--- src/rtl/best_detection_select_decode_macros.svh ---
// Assertion macros for the detection select/decode block.
// Every use expects i_clk and i_rst_n in scope.
`ifndef BEST_DETECTION_SELECT_DECODE_MACROS_SVH
`define BEST_DETECTION_SELECT_DECODE_MACROS_SVH
`ifndef SYNTHESIS
// same-cycle implication
`define BDSD_ASSERT_IMP(lbl, ante, cons, msg) \
    lbl: assert property (@(posedge i_clk) disable iff (!i_rst_n) (ante) |-> (cons)) \
        else $error(msg);
// next-cycle implication
`define BDSD_ASSERT_NXT(lbl, ante, cons, msg) \
    lbl: assert property (@(posedge i_clk) disable iff (!i_rst_n) (ante) |=> (cons)) \
        else $error(msg);
`else
`define BDSD_ASSERT_IMP(lbl, ante, cons, msg)
`define BDSD_ASSERT_NXT(lbl, ante, cons, msg)
`endif
`endif

--- src/rtl/bdsd_pkg.sv ---
package bdsd_pkg;

    // keypoint fields per column, and how many of them are live
    localparam int POINT_FIELDS = 5;
    localparam int POINT_COUNT  = 5;
    localparam int LIVE_POINTS  = (POINT_COUNT < POINT_FIELDS) ? POINT_COUNT : POINT_FIELDS;

    // config port
    localparam int CFG_IDX_W = 8;
    localparam int CFG_DAT_W = 16;
    localparam logic [CFG_IDX_W-1:0] CFG_SCALE_FACTOR    = 8'd0;
    localparam logic [CFG_IDX_W-1:0] CFG_SCORE_THRESHOLD = 8'd1;
    localparam logic [15:0] SCALE_RESET     = 16'd4096;
    localparam logic [15:0] THRESHOLD_RESET = 16'd45875;

    // queue between selector and decoder
    localparam int QDEPTH = 2;
    localparam int QPTR_W = (QDEPTH > 1) ? $clog2(QDEPTH) : 1;
    localparam int QCNT_W = $clog2(QDEPTH + 1);

    // fractional bits dropped by the decoder
    localparam int SHIFT_BOX   = 17;   // corner: (2c - w) * s / 2^17
    localparam int SHIFT_SIZE  = 16;   // size:   w * s / 2^16
    localparam int SHIFT_POINT = 12;   // point:  p * s / 2^12

    typedef struct packed {
        logic [15:0]        score;
        logic signed [15:0] centre_x;
        logic signed [15:0] centre_y;
        logic [14:0]        box_width;
        logic [14:0]        box_height;
        logic [31:0]        point_zero;
        logic [31:0]        point_one;
        logic [31:0]        point_two;
        logic [31:0]        point_three;
        logic [31:0]        point_four;
        logic               last_column;
    } t_col;

    typedef struct packed {
        logic [15:0]        best_score;
        logic signed [15:0] left_edge;
        logic signed [15:0] top_edge;
        logic signed [15:0] out_width;
        logic signed [15:0] out_height;
        logic [31:0]        image_point_zero;
        logic [31:0]        image_point_one;
        logic [31:0]        image_point_two;
        logic [31:0]        image_point_three;
        logic [31:0]        image_point_four;
    } t_det;

    // raw winning column, as held and as queued
    typedef struct packed {
        logic [15:0]                         score;
        logic signed [15:0]                  centre_x;
        logic signed [15:0]                  centre_y;
        logic [14:0]                         box_width;
        logic [14:0]                         box_height;
        logic [POINT_FIELDS-1:0][31:0]       points;
    } t_rec;

    typedef struct packed {
        logic full;
        logic empty;
    } t_q_stat;

endpackage

--- src/rtl/bdsd_queue.sv ---
// Short FIFO of winning columns between selector and decoder.
`include "best_detection_select_decode_macros.svh"
module bdsd_queue (
    input  logic              i_clk,
    input  logic              i_rst_n,
    input  logic              i_push,
    input  bdsd_pkg::t_rec    i_rec,
    input  logic              i_pop,
    output bdsd_pkg::t_rec    o_rec,
    output bdsd_pkg::t_q_stat o_stat
);

    bdsd_pkg::t_rec                 r_slot [bdsd_pkg::QDEPTH];
    logic [bdsd_pkg::QPTR_W-1:0]    r_wr_ptr;
    logic [bdsd_pkg::QPTR_W-1:0]    r_rd_ptr;
    logic [bdsd_pkg::QCNT_W-1:0]    r_count;
    logic [bdsd_pkg::QPTR_W-1:0]    n_wr_ptr;
    logic [bdsd_pkg::QPTR_W-1:0]    n_rd_ptr;
    logic [bdsd_pkg::QCNT_W-1:0]    n_count;

    localparam logic [bdsd_pkg::QPTR_W-1:0] PTR_LAST = bdsd_pkg::QPTR_W'(bdsd_pkg::QDEPTH - 1);
    localparam logic [bdsd_pkg::QCNT_W-1:0] CNT_FULL = bdsd_pkg::QCNT_W'(bdsd_pkg::QDEPTH);

    assign o_stat.full  = (r_count == CNT_FULL);
    assign o_stat.empty = (r_count == '0);
    assign o_rec        = r_slot[r_rd_ptr];

    always_comb begin
        n_wr_ptr = r_wr_ptr;
        n_rd_ptr = r_rd_ptr;
        n_count  = r_count;
        if (i_push) begin
            n_wr_ptr = (r_wr_ptr == PTR_LAST) ? '0 : r_wr_ptr + 1'b1;
        end
        if (i_pop) begin
            n_rd_ptr = (r_rd_ptr == PTR_LAST) ? '0 : r_rd_ptr + 1'b1;
        end
        if (i_push && !i_pop) begin
            n_count = r_count + 1'b1;
        end else if (i_pop && !i_push) begin
            n_count = r_count - 1'b1;
        end
    end

    always_ff @(posedge i_clk) begin
        if (i_push) begin
            r_slot[r_wr_ptr] <= i_rec;
        end
    end

    always_ff @(posedge i_clk) begin
        if (!i_rst_n) begin
            r_wr_ptr <= '0;
            r_rd_ptr <= '0;
            r_count  <= '0;
        end else begin
            r_wr_ptr <= n_wr_ptr;
            r_rd_ptr <= n_rd_ptr;
            r_count  <= n_count;
        end
    end

    `BDSD_ASSERT_IMP(a_no_push_full, i_push, !o_stat.full, "push into full queue")
    `BDSD_ASSERT_IMP(a_no_pop_empty, i_pop, !o_stat.empty, "pop from empty queue")
    `BDSD_ASSERT_NXT(a_cnt_up, i_push && !i_pop, r_count == $past(r_count) + 1'b1, "count slip")

endmodule

--- config.mk ---
export PLATFORM = sky130hd
export DESIGN_NAME = bdsd_queue
export DESIGN_NICKNAME = d
export VERILOG_FILES = /design/src/rtl/bdsd_pkg.sv /design/src/rtl/bdsd_queue.sv
export VERILOG_INCLUDE_DIRS = /design/src /design/src/rtl
export SDC_FILE = /design/constraint.sdc
export NUM_CORES = 1
export LEC_CHECK = 0
export BUFFER_PORTS_ARGS = -buffer_cell sky130_fd_sc_hd__buf_2
export CORE_UTILIZATION = 40
export DETAILED_ROUTE_END_ITERATION = 8
export PLACE_DENSITY_LB_ADDON = 0.12
export REMOVE_ABC_BUFFERS = 1
export SLEW_MARGIN = 20
export SYNTH_ARGS = -nofsm -noshare
export SYNTH_HDL_FRONTEND = slang
export SYNTH_SLANG_ARGS = --single-unit
export TNS_END_PERCENT = 5
--- constraint.sdc ---
create_clock -name i_clk -period 13 [get_ports i_clk]
set_clock_uncertainty 0.15 [all_clocks]
set_input_delay 0.65 -clock i_clk [delete_from_list [all_inputs] [get_ports i_clk]]
set_output_delay 0.65 -clock i_clk [all_outputs]
set_load 0.01 [all_outputs]
==> impl_metrics.yaml <==
outcome:
  status: "complete, no violations"
placed_design:
  hpwl_um: 24420
  port_buffers: 481
  dpl_cell_area_mm2: 0.02044
  place.gp.congestion: 0.7240
logic_synthesis:
  ys_top_cells_by_count: "476 x edfxtp_1, 238 x mux2_2, 25 x buf_6"
  synth_area_per_cell_um2: 22.94
  synth_top_area_share_pct: 81.78
  syn_inst: 762
  ys_seq_area_share_pct: 82.35
  ys_seq_elements: 481
  netlist_area_mm2: 0.01748
  synth_most_common_cell: "edfxtp_1"
  synthFlopType: "edfxtp_1"
  synthArstFlopShare_pct: 0
  synth-edff-count: 476
  ys_warn_count: 0
  synth.area.top_cells: "edfxtp_1 82%, mux2_2 15%, buf_6 1.6%"
  synth.largest_area_cell: "edfxtp_1"
  yosysUniqueCellTypes: 17
setup_path:
  ff2ff_setup_slack_ns: 9.83
  crit_slowest_cell: "buf_12"
  start_kind: "flip-flop"
  arrival_ns: 2.73
  critPathTopFamily: "buffers and inverters"
  crit_chain: "buf_12 > mux2_2 > buf_2"
  r2r_end: "r_slot[1][236]"
  crit_fanout: 163
  max_stage_delay_ns: 0.71
  r2r-start: "r_wr_ptr"
  end_kind: "output port"
  path_class: "reg -> out"
  required_ns: 12.20
  critical_path_buf_inv_count: 2
  ff2ff_path_depth: 3
layout:
  multi_input_comb_area_mm2: 0.002805
  layout.nets: 1519
  n_fill_cell: 3714
  seq_area_mm2: 0.01440
  drive_above_1_share_pct: 60.47
  syn_to_final_growth_pct: 25.64
  final_area_mm2: 0.02196
sta:
  slew_headroom_pct: 19.86
  period_share_pct: 27.15
  fin_crit_ns: 3.529
  max_freq_ghz: 0.2833
  slew_viol_final: 0
  hold_violations: 0
  setup_viol: 0
  tightest_slew_ns: 1.202
  finalSetupTns_ns: 0
  rsz0062_at_grt: "false"
hold_path:
  min_from: "i_rec[101]"
  hold_path.class: "in -> reg"
  hold_path_end: "r_slot[0][101]"
  hold_path_depth: 1
global_routing:
  track_usage_pct: 16.48
  overflow: 0
  grt_pass1_vias: 9223
  grt_pass1_wl_um: 54340
  antenna_found_initial: 13
  grt_max_degree: 172
cts:
  cts_setup_buffers: 0
  root_buffer: "clkbuf_16"
  cts_buffers: 50
  tritoncts: "done"
  cts.clk_slew.worst_paths_ns: 0.06
  clock_path_buffers: 3
  clock-sinks: 481
  clk_latency_ns: 0.57
  htreeDepth: 2
  cts_hold_buf: 0
  cts-resized-gates: 0
floorplan:
  fp.dieW_um: 211.0
  coreArea_mm2: 0.04308
  rows: 76
  start_util_pct: 40.58
  die_area_mm2: 0.04454
  ios: 482
  fp.dieH_um: 211.0
run:
  cap_violations: 0
route:
  vias: 8883
  wl_um: 37900
  drc: 0
  ant_nets: 0
  dr.pass1.iters: 4
  drt_iter0_drc: 449
  wire_per_inst_um: 19.94
  via_per_inst: 4.673
pwr:
  powerDensity_mw_per_mm2: 158.6
  leakagePower_nw: 8.147
  vdd_drop_max_v: 0.0001285
==> state kept, by name (all words and copies together), names as in the netlist, named ones only <==
register	count
r_rd_ptr	1
r_slot	476
r_count	2
r_wr_ptr	1
==> cells by family (layout without fill, tap and decap cells) <==
group,count (synthesis),count (layout),synth area share [%]
AOI/OAI and AO/OA,3,3,0.1145
xor gates and xnor gates,3,3,0.1503
adders and majority gates,1,1,0.07157
buffers and inverters,27,578,1.661
DFF,481,481,82.35
muxes,238,238,15.33
other,0,3,0
and+or+nand+nor,9,9,0.3221
==> cell usage in the layout (no fill, tap or decap), types with 3 or more instances in the layout <==
cell and n:
clkbuf_16 51, clkbuf_1 11, clkinv_2 7, and2_1 3
buf_2 481, buf_4 4, mux2_2 238, edfxtp_1 476
clkinv_1 14, diode_2 3, dfxtp_1 4
==> metal layers <==
layer	up-vias	global-route usage [%]	share of wire [%]	wire length [um]
met1	4407	18.52	38	14370
li1	4089	-	-	-
met3	83	6.676	8.9	3375
met2	286	27.44	50	18920
met4	18	7.471	3.0	1122
met5	-	0	0.30	113
==> where the power goes <==
part	leakage (nW)	internal, mW	switching (mW)	total [mW]
registers	4.51	1.80	0.0198	1.82
logic	2.90	0.159	0.185	0.344
clock network	0.743	0.765	0.559	1.32
==> worst max path at each step <==
stage,endpoint,depth (start not counted),from
after floorplan,r_wr_ptr,2,i_push
after CTS,o_rec[30],3,flip-flop
final,o_rec[64],3,flip-flop
after global placement,r_slot[1][67],4,i_push
after global routing,o_rec[125],3,flip-flop
after detailed placement,r_slot[1][67],4,i_push
==> cell type report <==
cell class,count,area share [%]
sequential,481,65.56
multi-input combinational,254,12.77
timing repair buffer,488,11.41
clock buffer,64,6.125
tap,585,3.333
clock inverter,25,0.7520
antenna,3,0.03418
inverter,1,0.01709
==> metrics by stage <==
stage	util, %	setup WS [ns]	total power, mW	std cells	hold WS [ns]
global route	50.98	9.307	3.615	1900	0.07479
finish	50.98	9.471	3.484	1901	0.1117
CTS	50.96	9.383	3.534	1898	0.06304
global placement	47.39	9.319	2.193	1808	0.3385
floorplan	-	1.016	2.070	736	0.3235
detailed placement	47.46	9.344	2.199	1809	0.3624
No activity file was read; power rests on OpenSTA's default activity.
