--- src/rtl/best_detection_select_decode_macros.svh ---
// Assertion macros for the detection select/decode block.
// Every use expects i_clk and i_rst_n in scope.
`ifndef BEST_DETECTION_SELECT_DECODE_MACROS_SVH
`define BEST_DETECTION_SELECT_DECODE_MACROS_SVH
`ifndef SYNTHESIS
// same-cycle implication
`define BDSD_ASSERT_IMP(lbl, ante, cons, msg) \
    lbl: assert property (@(posedge i_clk) disable iff (!i_rst_n) (ante) |-> (cons)) \
        else $error(msg);
// next-cycle implication
`define BDSD_ASSERT_NXT(lbl, ante, cons, msg) \
    lbl: assert property (@(posedge i_clk) disable iff (!i_rst_n) (ante) |=> (cons)) \
        else $error(msg);
`else
`define BDSD_ASSERT_IMP(lbl, ante, cons, msg)
`define BDSD_ASSERT_NXT(lbl, ante, cons, msg)
`endif
`endif

--- src/rtl/bdsd_pkg.sv ---
package bdsd_pkg;

    // keypoint fields per column, and how many of them are live
    localparam int POINT_FIELDS = 5;
    localparam int POINT_COUNT  = 5;
    localparam int LIVE_POINTS  = (POINT_COUNT < POINT_FIELDS) ? POINT_COUNT : POINT_FIELDS;

    // config port
    localparam int CFG_IDX_W = 8;
    localparam int CFG_DAT_W = 16;
    localparam logic [CFG_IDX_W-1:0] CFG_SCALE_FACTOR    = 8'd0;
    localparam logic [CFG_IDX_W-1:0] CFG_SCORE_THRESHOLD = 8'd1;
    localparam logic [15:0] SCALE_RESET     = 16'd4096;
    localparam logic [15:0] THRESHOLD_RESET = 16'd45875;

    // queue between selector and decoder
    localparam int QDEPTH = 2;
    localparam int QPTR_W = (QDEPTH > 1) ? $clog2(QDEPTH) : 1;
    localparam int QCNT_W = $clog2(QDEPTH + 1);

    // fractional bits dropped by the decoder
    localparam int SHIFT_BOX   = 17;   // corner: (2c - w) * s / 2^17
    localparam int SHIFT_SIZE  = 16;   // size:   w * s / 2^16
    localparam int SHIFT_POINT = 12;   // point:  p * s / 2^12

    typedef struct packed {
        logic [15:0]        score;
        logic signed [15:0] centre_x;
        logic signed [15:0] centre_y;
        logic [14:0]        box_width;
        logic [14:0]        box_height;
        logic [31:0]        point_zero;
        logic [31:0]        point_one;
        logic [31:0]        point_two;
        logic [31:0]        point_three;
        logic [31:0]        point_four;
        logic               last_column;
    } t_col;

    typedef struct packed {
        logic [15:0]        best_score;
        logic signed [15:0] left_edge;
        logic signed [15:0] top_edge;
        logic signed [15:0] out_width;
        logic signed [15:0] out_height;
        logic [31:0]        image_point_zero;
        logic [31:0]        image_point_one;
        logic [31:0]        image_point_two;
        logic [31:0]        image_point_three;
        logic [31:0]        image_point_four;
    } t_det;

    // raw winning column, as held and as queued
    typedef struct packed {
        logic [15:0]                         score;
        logic signed [15:0]                  centre_x;
        logic signed [15:0]                  centre_y;
        logic [14:0]                         box_width;
        logic [14:0]                         box_height;
        logic [POINT_FIELDS-1:0][31:0]       points;
    } t_rec;

    typedef struct packed {
        logic full;
        logic empty;
    } t_q_stat;

endpackage

--- src/rtl/bdsd_ifs.sv ---
interface bdsd_col_if;
    logic          valid;
    logic          ready;
    bdsd_pkg::t_col data;
    modport source (output valid, output data, input ready);
    modport sink   (input valid, input data, output ready);
endinterface


--- src/rtl/bdsd_front.sv ---
// Running argmax over the columns of a frame; queues the winner at frame end if its score is above the threshold.
module bdsd_front (
    input  logic              i_clk,
    input  logic              i_rst_n,
    input  logic [15:0]       i_thresh,
    bdsd_col_if.sink          i_col,
    input  bdsd_pkg::t_q_stat i_q_stat,
    output logic              o_push,
    output bdsd_pkg::t_rec    o_rec
);

    bdsd_pkg::t_rec r_best;
    bdsd_pkg::t_rec n_best;
    bdsd_pkg::t_rec in_rec;
    bdsd_pkg::t_rec merged;
    logic [bdsd_pkg::POINT_FIELDS-1:0][31:0] pts_in;
    logic better;
    logic beat;

    assign i_col.ready = !i_q_stat.full;
    assign beat        = i_col.valid && i_col.ready;

    always_comb begin
        pts_in[0] = i_col.data.point_zero;
        pts_in[1] = i_col.data.point_one;
        pts_in[2] = i_col.data.point_two;
        pts_in[3] = i_col.data.point_three;
        pts_in[4] = i_col.data.point_four;
        in_rec.score      = i_col.data.score;
        in_rec.centre_x   = i_col.data.centre_x;
        in_rec.centre_y   = i_col.data.centre_y;
        in_rec.box_width  = i_col.data.box_width;
        in_rec.box_height = i_col.data.box_height;
        for (int i = 0; i < bdsd_pkg::POINT_FIELDS; i++) begin
            in_rec.points[i] = (i < bdsd_pkg::LIVE_POINTS) ? pts_in[i] : 32'd0;
        end
        // strict compare: first column wins a tie
        better = i_col.data.score > r_best.score;
        merged = better ? in_rec : r_best;
        o_rec  = merged;
        o_push = beat && i_col.data.last_column && (merged.score > i_thresh);
        n_best = r_best;
        if (beat) begin
            n_best = i_col.data.last_column ? '0 : merged;
        end
    end

    always_ff @(posedge i_clk) begin
        if (!i_rst_n) begin
            r_best <= '0;
        end else begin
            r_best <= n_best;
        end
    end

endmodule

--- src/flat_wrapper.sv ---
// flat-port wrapper written by rule: the top's interface ports become plain ports
module bdsd_front_flat 
  (i_clk, i_rst_n, i_thresh, i_q_stat, o_push, o_rec, i_col_valid, i_col_data, i_col_ready);
  bdsd_col_if i_col_i ();
  input  logic i_clk;
  input  logic i_rst_n;
  input  logic [15:0] i_thresh;
  input  bdsd_pkg::t_q_stat i_q_stat;
  output logic o_push;
  output bdsd_pkg::t_rec o_rec;
  input wire logic [$bits(i_col_i.valid)-1:0] i_col_valid;
  input wire logic [$bits(i_col_i.data)-1:0] i_col_data;
  output wire logic [$bits(i_col_i.ready)-1:0] i_col_ready;
  assign i_col_i.valid = i_col_valid;
  assign i_col_i.data = i_col_data;
  assign i_col_ready = i_col_i.ready;
  bdsd_front u_core (.i_clk(i_clk), .i_rst_n(i_rst_n), .i_thresh(i_thresh), .i_col(i_col_i), .i_q_stat(i_q_stat), .o_push(o_push), .o_rec(o_rec));
endmodule
--- config.mk ---
export PLATFORM = sky130hd
export DESIGN_NAME = bdsd_front_flat
export DESIGN_NICKNAME = d
export VERILOG_FILES = /design/src/rtl/best_detection_select_decode_macros.svh /design/src/rtl/bdsd_pkg.sv /design/src/rtl/bdsd_ifs.sv /design/src/rtl/bdsd_front.sv /design/src/flat_wrapper.sv
export SDC_FILE = /design/constraint.sdc
export NUM_CORES = 1
export LEC_CHECK = 0
export BUFFER_PORTS_ARGS = -buffer_cell sky130_fd_sc_hd__buf_2
export CAP_MARGIN = 20
export CORE_AREA = 2 2 197 199
export DETAILED_ROUTE_END_ITERATION = 8
export DIE_AREA = 0 0 199 201
export PLACE_DENSITY = 0.61
export SLEW_MARGIN = 20
export SYNTH_ARGS = -nofsm -noshare
export SYNTH_HDL_FRONTEND = slang
export SYNTH_SLANG_ARGS = --single-unit
--- constraint.sdc ---
create_clock -name i_clk -period 5.9 [get_ports i_clk]
set_clock_uncertainty 0.1 [all_clocks]
set_input_delay 0.295 -clock i_clk [delete_from_list [all_inputs] [get_ports i_clk]]
set_output_delay 0.295 -clock i_clk [all_outputs]
set_load 0.02 [all_outputs]
==> flow_summary.json, run 1 <==
{
  "asyncSetResetFlopFracSynth": 0,
  "finalHoldViolations": 0,
  "globalplace.congestion": 0.822,
  "cts_tree": "done",
  "critical_path_peak_fanout": 100,
  "total_number_of_vias": 10300,
  "stdcell_count": 2147,
  "grt_antenna_before_repair": 1,
  "met2_usage": 0.301,
  "areaGrowthSynthToFinish_pct": 50.3,
  "detail-route-antenna-nets": 0,
  "synthesis.area_per_instance_um2": 12.9,
  "global_route.peak_usage_layer": "met2",
  "syn_nets": 1208,
  "outcome": "completed",
  "detail_route.drc_violations": 0,
  "avgRoutedWirePerCell_um": 17.1,
  "synth-seq-cells": 238,
  "max_cap_violations": 0,
  "layout_commonest_cell": "sky130_fd_sc_hd__buf_2",
  "ctsHtreeMaxLevel": 1,
  "synth_cell_type_count": 34,
  "grt_start_max_net_pins": 126,
  "setup.worst_path.start_class": "input pin",
  "critical-path-top-delay-family": "buffers and inverters",
  "synth_edf_count": 0,
  "ys_top_cells_by_area": "sky130_fd_sc_hd__dfxtp_1, sky130_fd_sc_hd__mux2_4, sky130_fd_sc_hd__a22o_1",
  "finish.utilization": 0.467,
  "postRouteWirelength_um": 36600,
  "floorplan.io_pins": 500,
  "die-area_um2": 40000,
  "cp_slowest_stage_delay_ps": 560,
  "grt.met3_usage": 0.0299,
  "finish.net_count": 1903,
  "mostFrequentLayoutCells": "sky130_fd_sc_hd__buf_2, sky130_fd_sc_hd__a22o_1, sky130_fd_sc_hd__dlygate4sd3_1, sky130_fd_sc_hd__dfxtp_1, sky130_fd_sc_hd__mux2_4",
  "yosysTopAreaCellShare": 0.403,
  "worstSetupEndpointType": "output pin",
  "multiInputGateArea_um2": 6300,
  "avgViaCountPerCell": 4.80,
  "grt_pass1_wl_um": 55400,
  "max_slew_margin": 0.389,
  "vias_in_the_first_global_route": 10500,
  "drt_first_iter_violations": 512,
  "cts_inserted_buffers": 28,
  "power.density_cell_area_nw_per_um2": 262,
  "finish.instance_area_um2": 17800,
  "timing_worst_setup_path_type": "in -> out",
  "dp_cells": 1861,
  "layout-drive-gt1-share": 0.487,
  "vertical_die_dimension_um": 201,
  "hold_path.class": "in -> reg",
  "largest_reg_flops": 238,
  "final_worst_path_period_share": 0.842,
  "drv_slew": 0,
  "cp_cell_sequence": "dlygate4sd3_1 > buf_2 > ha_1 > and4_4 > nand4_2 > a211oi_1 > nor3_1 > nor2b_4 > buf_12 > mux2_2 > ha_1 > nand4_1 > nor2_1 > nand2_1 > o2111ai_1 > a21oi_1 > buf_2",
  "finalSetupViolCount": 0,
  "setup_slack_ps": 932,
  "reg_top3": "u_core.r_best x238",
  "cp_data_arrival_time_ps": 4570,
  "synth_largest_area_cell": "sky130_fd_sc_hd__dfxtp_1",
  "max-vdd-ir-drop_v": 0.000189,
  "p_leak_uw": 0.00872,
  "cpMaxStageDelayCell": "sky130_fd_sc_hd__nor2b_4",
  "postSynth.topFlopCell": "sky130_fd_sc_hd__dfxtp_1",
  "synth_seq_area_share": 0.403,
  "clk-insertion-delay-late_ps": 550,
  "clk_pin_slew_ps": 60,
  "grt-ovfl-total": 0,
  "drt-pass1-iter-count": 4,
  "floorplan.die.width_um": 199,
  "cts.root.buffer_cell": "sky130_fd_sc_hd__clkbuf_16",
  "worstPathRequired_ps": 5510,
  "timing.critical_path.buf_inv": 4,
  "finalCriticalPeriod_ps": 4970,
  "floorplan.initialDensity": 0.310,
  "timing.fmax_mhz": 201,
  "portBuffers": 498,
  "std_cell_rows": 72,
  "mappedNetlistArea_um2": 11800,
  "global_route.usage.met1": 0.203,
  "instance_count_of_the_mapped_netlist": 916,
  "worst_slew_pin_slew_ps": 917,
  "ctsLongestPathBuffers": 3,
  "cts_sinks": 238,
  "layout.area.seq_um2": 4760,
  "detailed_place_hpwl_um": 23200,
  "grt.total_usage": 0.170,
  "core_area_um2": 38100,
  "totalNegativeSetupSlack_ps": 0,
  "largest_register": "u_core.r_best",
  "yosys_warnings": 0,
  "grt_setup_unrepaired": "false",
  "placedInstanceArea_um2": 14400,
  "minimum_setup_slack_after_placement_ps": 1430,
  "fillCellCount": 3391
}
[worst min-delay path: stages]
cell	delay (ps)
sky130_fd_sc_hd__buf_2	110
sky130_fd_sc_hd__nand4b_1	130
sky130_fd_sc_hd__nor2_4	150
sky130_fd_sc_hd__a22o_1	200
[Yosys cell counts, types with 2 or more instances]
cell	count
sky130_fd_sc_hd__o21a_1	3
sky130_fd_sc_hd__ha_1	32
sky130_fd_sc_hd__mux2_4	200
sky130_fd_sc_hd__dfxtp_1	238
sky130_fd_sc_hd__a21oi_1	10
sky130_fd_sc_hd__o21ai_0	6
sky130_fd_sc_hd__nand4_1	4
sky130_fd_sc_hd__a22o_1	239
sky130_fd_sc_hd__clkbuf_1	3
sky130_fd_sc_hd__nor2_1	3
sky130_fd_sc_hd__nor2b_1	3
sky130_fd_sc_hd__buf_8	11
sky130_fd_sc_hd__a21o_1	3
sky130_fd_sc_hd__buf_4	25
sky130_fd_sc_hd__nor3_1	2
sky130_fd_sc_hd__nand2_1	8
sky130_fd_sc_hd__inv_1	32
sky130_fd_sc_hd__buf_6	13
sky130_fd_sc_hd__nor4_1	4
sky130_fd_sc_hd__buf_2	26
sky130_fd_sc_hd__mux2_2	38
[per-layer routing]
layer	vias to the layer above	routed length, um
met5	-	0
met4	0	1100
met3	78	2080
met2	361	18000
met1	4977	15500
li1	4884	-
[cell type report]
cell class | instances | share of cell area
inverter | 32 | 0.00675
sequential | 238 | 0.268
multi-input combinational | 567 | 0.354
clock inverter | 10 | 0.00929
clock buffer | 37 | 0.0441
timing repair buffer | 744 | 0.281
tap | 518 | 0.0364
antenna | 1 | 0.000141
[through the flow]
stage	hold WS (ps)	power (uW)
after floorplan	320	2460
after global placement	358	2760
after detailed placement	362	2770
after CTS	264	4710
after global routing	288	4860
final	286	4660
[path summary, 6_finish.rpt]
check                      from  slack [ps]  cells after the start                  to
max             i_col_data[238]         930                     17              o_push
min                     i_rst_n         290                      4  u_core.r_best[236]
max reg2reg  u_core.r_best[237]        2570                      9   u_core.r_best[91]
min reg2reg    u_core.r_best[1]         370                      1    u_core.r_best[1]
[timing repair]
item,in CTS,in global routing
gates resized for setup,0,0
buffers inserted,0,0
hold endpoints to repair,238,0
hold buffers,238,0
[power breakdown]
| part | internal [uW] | switching (uW) |
|---|---|---|
| clock network | 1100 | 687 |
| registers | 1650 | 24.4 |
| logic | 592 | 604 |
[kinds of logic after synthesis]
logic type / count (synthesis) / synth area share
multiplexers: 239 / 0.291
buffers and inverters: 111 / 0.0660
AND/OR/NAND/NOR: 30 / 0.0155
adder cells (fa/ha/maj): 32 / 0.0338
flip-flops: 238 / 0.403
AO/OA/AOI/OAI: 266 / 0.191
Note: power is estimated with default switching activity, not from simulation.
==> inputs of run 2 (changes only) <==
--- a/config.mk
+++ b/config.mk
@@ -5,12 +5,13 @@
 export SDC_FILE = /design/constraint.sdc
 export NUM_CORES = 1
 export LEC_CHECK = 0
+export ABC_AREA = 1
 export BUFFER_PORTS_ARGS = -buffer_cell sky130_fd_sc_hd__buf_2
 export CAP_MARGIN = 20
-export CORE_AREA = 2 2 197 199
+export CORE_AREA = 2 2 196 198
 export DETAILED_ROUTE_END_ITERATION = 8
-export DIE_AREA = 0 0 199 201
-export PLACE_DENSITY = 0.61
+export DIE_AREA = 0 0 198 200
+export PLACE_DENSITY = 0.7
 export SLEW_MARGIN = 20
 export SYNTH_ARGS = -nofsm -noshare
 export SYNTH_HDL_FRONTEND = slang
==> constraint.sdc (replaced) <==
create_clock -name i_clk -period 5.1 [get_ports i_clk]
set_clock_uncertainty 0.1 [all_clocks]
set_input_delay 0.255 -clock i_clk [delete_from_list [all_inputs] [get_ports i_clk]]
set_output_delay 0.255 -clock i_clk [all_outputs]
set_load 0.02 [all_outputs]
==> run 2 against run 1 <==
  * Clock-buffer cell count up 6
  * Cell area up 10%
  * Worst hold slack worse by 270 ps
  * Final cell count up 61%
  * Non-clock buffer count down 116
  * First-iteration DRC count up 56%
  * Critical path depth down 6
  * Largest power group is now registers
  * Clock power up 9%
  * Highest routed layer unchanged
  * Sequential power up 17%
  * Via count up 64%
  * Total power up 23%
  * Die area down 1.0%
==> flow_summary.json, run 2 <==
{
  "p_int_uw": 3730,
  "detail_route.drc_violations": 0,
  "cts_inserted_buffers": 28,
  "drt-pass1-iter-count": 5,
  "avgViaCountPerCell": 4.89,
  "grt.total_usage": 0.229,
  "worstPathRequired_ps": 4740,
  "layout-drive-gt1-share": 0.190,
  "portBuffers": 498,
  "finish.net_count": 3214,
  "switching_share": 0.347,
  "floorplan.die.width_um": 198,
  "cpMaxStageDelayCell": "sky130_fd_sc_hd__buf_12",
  "detail-route-antenna-nets": 0,
  "synth-seq-cells": 238,
  "areaGrowthSynthToFinish_pct": 31.7,
  "worst-r2r-setup-slack_ps": 1450,
  "timing_worst_setup_path_type": "reg -> out",
  "critical-path-top-delay-family": "simple AND/OR/NAND/NOR gates",
  "synth_compound_gate_area_share": 0.0878,
  "cp_cell_sequence": "inv_1 > ha_1 > a21oi_1 > nand2_1 > a21oi_1 > nand2_8 > nand2_8 > buf_12 > nand2_1 > and2_1 > buf_2",
  "total_number_of_vias": 16900,
  "synth_largest_area_cell": "sky130_fd_sc_hd__dfxtp_1",
  "combinational_family_with_the_most_area_after_synthesis": "simple AND/OR/NAND/NOR gates",
  "grt_antenna_before_repair": 2,
  "design_power_total_uw": 5720,
  "r2r_end": "u_core.r_best[31]",
  "postCtsResizedCells": 0,
  "cts.root.buffer_cell": "sky130_fd_sc_hd__clkbuf_16",
  "worstSetupEndpointType": "output pin",
  "avgRoutedWirePerCell_um": 13.8,
  "cp_data_arrival_time_ps": 4100,
  "timing.critical_path.buf_inv": 3,
  "clk_pin_slew_ps": 60,
  "layout_commonest_cell": "sky130_fd_sc_hd__nand2_1",
  "grt_start_max_net_pins": 223,
  "cp_slowest_stage_delay_ps": 570,
  "max_cap_violations": 0,
  "synth.mux.area_fraction": 0,
  "floorplan.initialDensity": 0.398,
  "std_cell_rows": 71,
  "rr_startpoint": "u_core.r_best[233]",
  "minimum_setup_slack_after_placement_ps": 1460,
  "reg_top3": "u_core.r_best x238",
  "timing.fmax_mhz": 225,
  "grt_pass1_wl_um": 75600,
  "drt_first_iter_violations": 799,
  "yosys_warnings": 0,
  "globalplace.congestion": 0.894,
  "outcome": "completed",
  "synthMostInstantiatedCell": "sky130_fd_sc_hd__nand2_1",
  "yosysTopAreaCellShare": 0.320,
  "hold_path.class": "in -> reg",
  "mappedNetlistArea_um2": 14900,
  "instance_count_of_the_mapped_netlist": 2420,
  "critical_path_peak_fanout": 222,
  "detailed_place_hpwl_um": 29900,
  "ctsLongestPathBuffers": 3,
  "parity_gate_share_of_the_synthesized_area_counting_xor_and_xnor_cells": 0,
  "drv_slew": 0,
  "setup_slack_ps": 647,
  "max-vdd-ir-drop_v": 0.000280,
  "netlist_top_cells_count": "sky130_fd_sc_hd__nand2_1, sky130_fd_sc_hd__inv_1, sky130_fd_sc_hd__nand3_1, sky130_fd_sc_hd__a21oi_1, sky130_fd_sc_hd__dfxtp_1",
  "largest_register": "u_core.r_best",
  "hold_start": "i_col_data[78]",
  "ys_top_cells_by_area": "sky130_fd_sc_hd__dfxtp_1, sky130_fd_sc_hd__nand3_1, sky130_fd_sc_hd__nand2_1",
  "finalCriticalPeriod_ps": 4450,
  "asyncSetResetFlopFracSynth": 0,
  "finalHoldViolations": 0,
  "grt-ovfl-total": 0,
  "postSynth.topFlopCell": "sky130_fd_sc_hd__dfxtp_1",
  "pwr-share-comb": 0.316,
  "ctsHtreeMaxLevel": 1,
  "grt_setup_unrepaired": "false",
  "synth_seq_area_share": 0.320,
  "power.clock.fraction": 0.340,
  "mostFrequentLayoutCells": "sky130_fd_sc_hd__nand2_1, sky130_fd_sc_hd__inv_1, sky130_fd_sc_hd__buf_2",
  "totalNegativeSetupSlack_ps": 0,
  "synth_edf_count": 0,
  "r2r_cells": 11,
  "floorplan.io_pins": 500,
  "postRouteWirelength_um": 47800,
  "final_worst_path_period_share": 0.873,
  "clk-insertion-delay-late_ps": 540,
  "syn_nets": 2712,
  "cts_sinks": 238,
  "vias_in_the_first_global_route": 15800,
  "vertical_die_dimension_um": 200,
  "p_sw_uw": 1990,
  "worst_slew_pin_slew_ps": 1420,
  "p_leak_uw": 0.00925,
  "seqPwrFrac": 0.343,
  "max_slew_margin": 0.0543,
  "finish.utilization": 0.524,
  "largest_reg_flops": 238,
  "die-area_um2": 39600,
  "min_to": "u_core.r_best[77]",
  "setup.worst_path.start_class": "flop",
  "power.density_cell_area_nw_per_um2": 292,
  "yosys.area_share.simple": 0.393,
  "core_area_um2": 37400,
  "cts_tree": "done",
  "fraction_of_the_mapped_netlist_area_in_adder_cells": 0.0269,
  "instance_count_along_the_most_critical_hold_path": 5,
  "finalSetupViolCount": 0,
  "synthesis.area_per_instance_um2": 6.15,
  "synth_cell_type_count": 20
}
[run 2: cell count changes in the layout (fill, tap and decap cells not counted), moves of 4 or more]
| cell | before | now |
|---|---|---|
| sky130_fd_sc_hd__nor4_1 | 4 | 0 |
| sky130_fd_sc_hd__mux2_2 | 38 | 0 |
| sky130_fd_sc_hd__and2_1 | 1 | 237 |
| sky130_fd_sc_hd__clkbuf_8 | 5 | 10 |
| sky130_fd_sc_hd__nor2_1 | 2 | 7 |
| sky130_fd_sc_hd__mux2_4 | 200 | 0 |
| sky130_fd_sc_hd__bufinv_16 | 4 | 0 |
| sky130_fd_sc_hd__nand3_1 | 0 | 478 |
| sky130_fd_sc_hd__a22o_1 | 239 | 0 |
| sky130_fd_sc_hd__buf_4 | 3 | 7 |
| sky130_fd_sc_hd__inv_1 | 32 | 499 |
| sky130_fd_sc_hd__dlygate4sd3_1 | 238 | 120 |
| sky130_fd_sc_hd__nand2_1 | 8 | 502 |
| sky130_fd_sc_hd__a21oi_1 | 10 | 254 |
[run 2: cell type report]
cell class	instances	area, um^2
flip-flops and latches	238	4760
multi-input cells	1526	7610
well taps	511	639
clock inverters	5	36.3
fillers	3612	17800
repair buffers	628	3810
diodes	2	5.00
inverters	500	1880
clock buffers	43	857
[run 2: how the worst max path moves through the flow]
stage / slack (ps) / startpoint / depth (start not counted) / endpoint
2_1_floorplan: 1900 / u_core.r_best[237] / 17 / o_push
3_3_place_gp: 1470 / i_col_data[234] / 10 / o_rec[187]
3_5_place_dp: 1460 / i_col_data[238] / 11 / o_rec[169]
4_1_cts: 850 / u_core.r_best[237] / 11 / o_rec[84]
5_1_grt: 510 / u_core.r_best[237] / 11 / o_rec[36]
6_report: 650 / u_core.r_best[233] / 11 / o_rec[36]
[run 2: per-stage QoR]
stage	hold WS, ps	cells	instance area, um^2
after floorplan	345	2420	14900
after global placement	351	3283	17500
after detailed placement	355	3283	17500
after CTS	0.149	3451	19600
after global routing	20.9	3453	19600
final	19.8	3453	19600
[run 2: power groups by stage]
stage	clock (uW)	sequential [uW]	combinational, uW
4_1_cts	2000	1960	1800
3_3_place_gp	0	2000	1700
5_1_grt	2080	1970	1980
3_5_place_dp	0	2000	1720
6_report	1950	1960	1810
2_1_floorplan	0	1990	1150
[run 2: what timing repair did]
action / CTS / global route
hold endpoints to repair: 120 / 0
buffers inserted: 0 / 0
hold buffers: 120 / 0
[run 2: kinds of logic (layout without fill, tap and decap cells)]
group                    after synthesis  in the layout
adder cells (fa/ha/maj)               32             32
other                                  0              2
flip-flops                           238            238
AND/OR/NAND/NOR                     1234           1234
buffers and inverters                656           1176
AO/OA/AOI/OAI                        260            260
[run 2: metal layers]
metal  up-vias  global-route usage  routed length, um
met3       141              0.0563               3690
met1      7656               0.267              19100
met5         -                   0                  0
li1       8480                   -                  -
met2       610               0.394              22800
met4         0               0.115               2190
[run 2: worst min-delay path, cell delays in order]
cell                      delay, ps
sky130_fd_sc_hd__buf_2          100
sky130_fd_sc_hd__inv_1           40
sky130_fd_sc_hd__nand3_1         80
sky130_fd_sc_hd__nand3_1         80
sky130_fd_sc_hd__a21oi_1         60
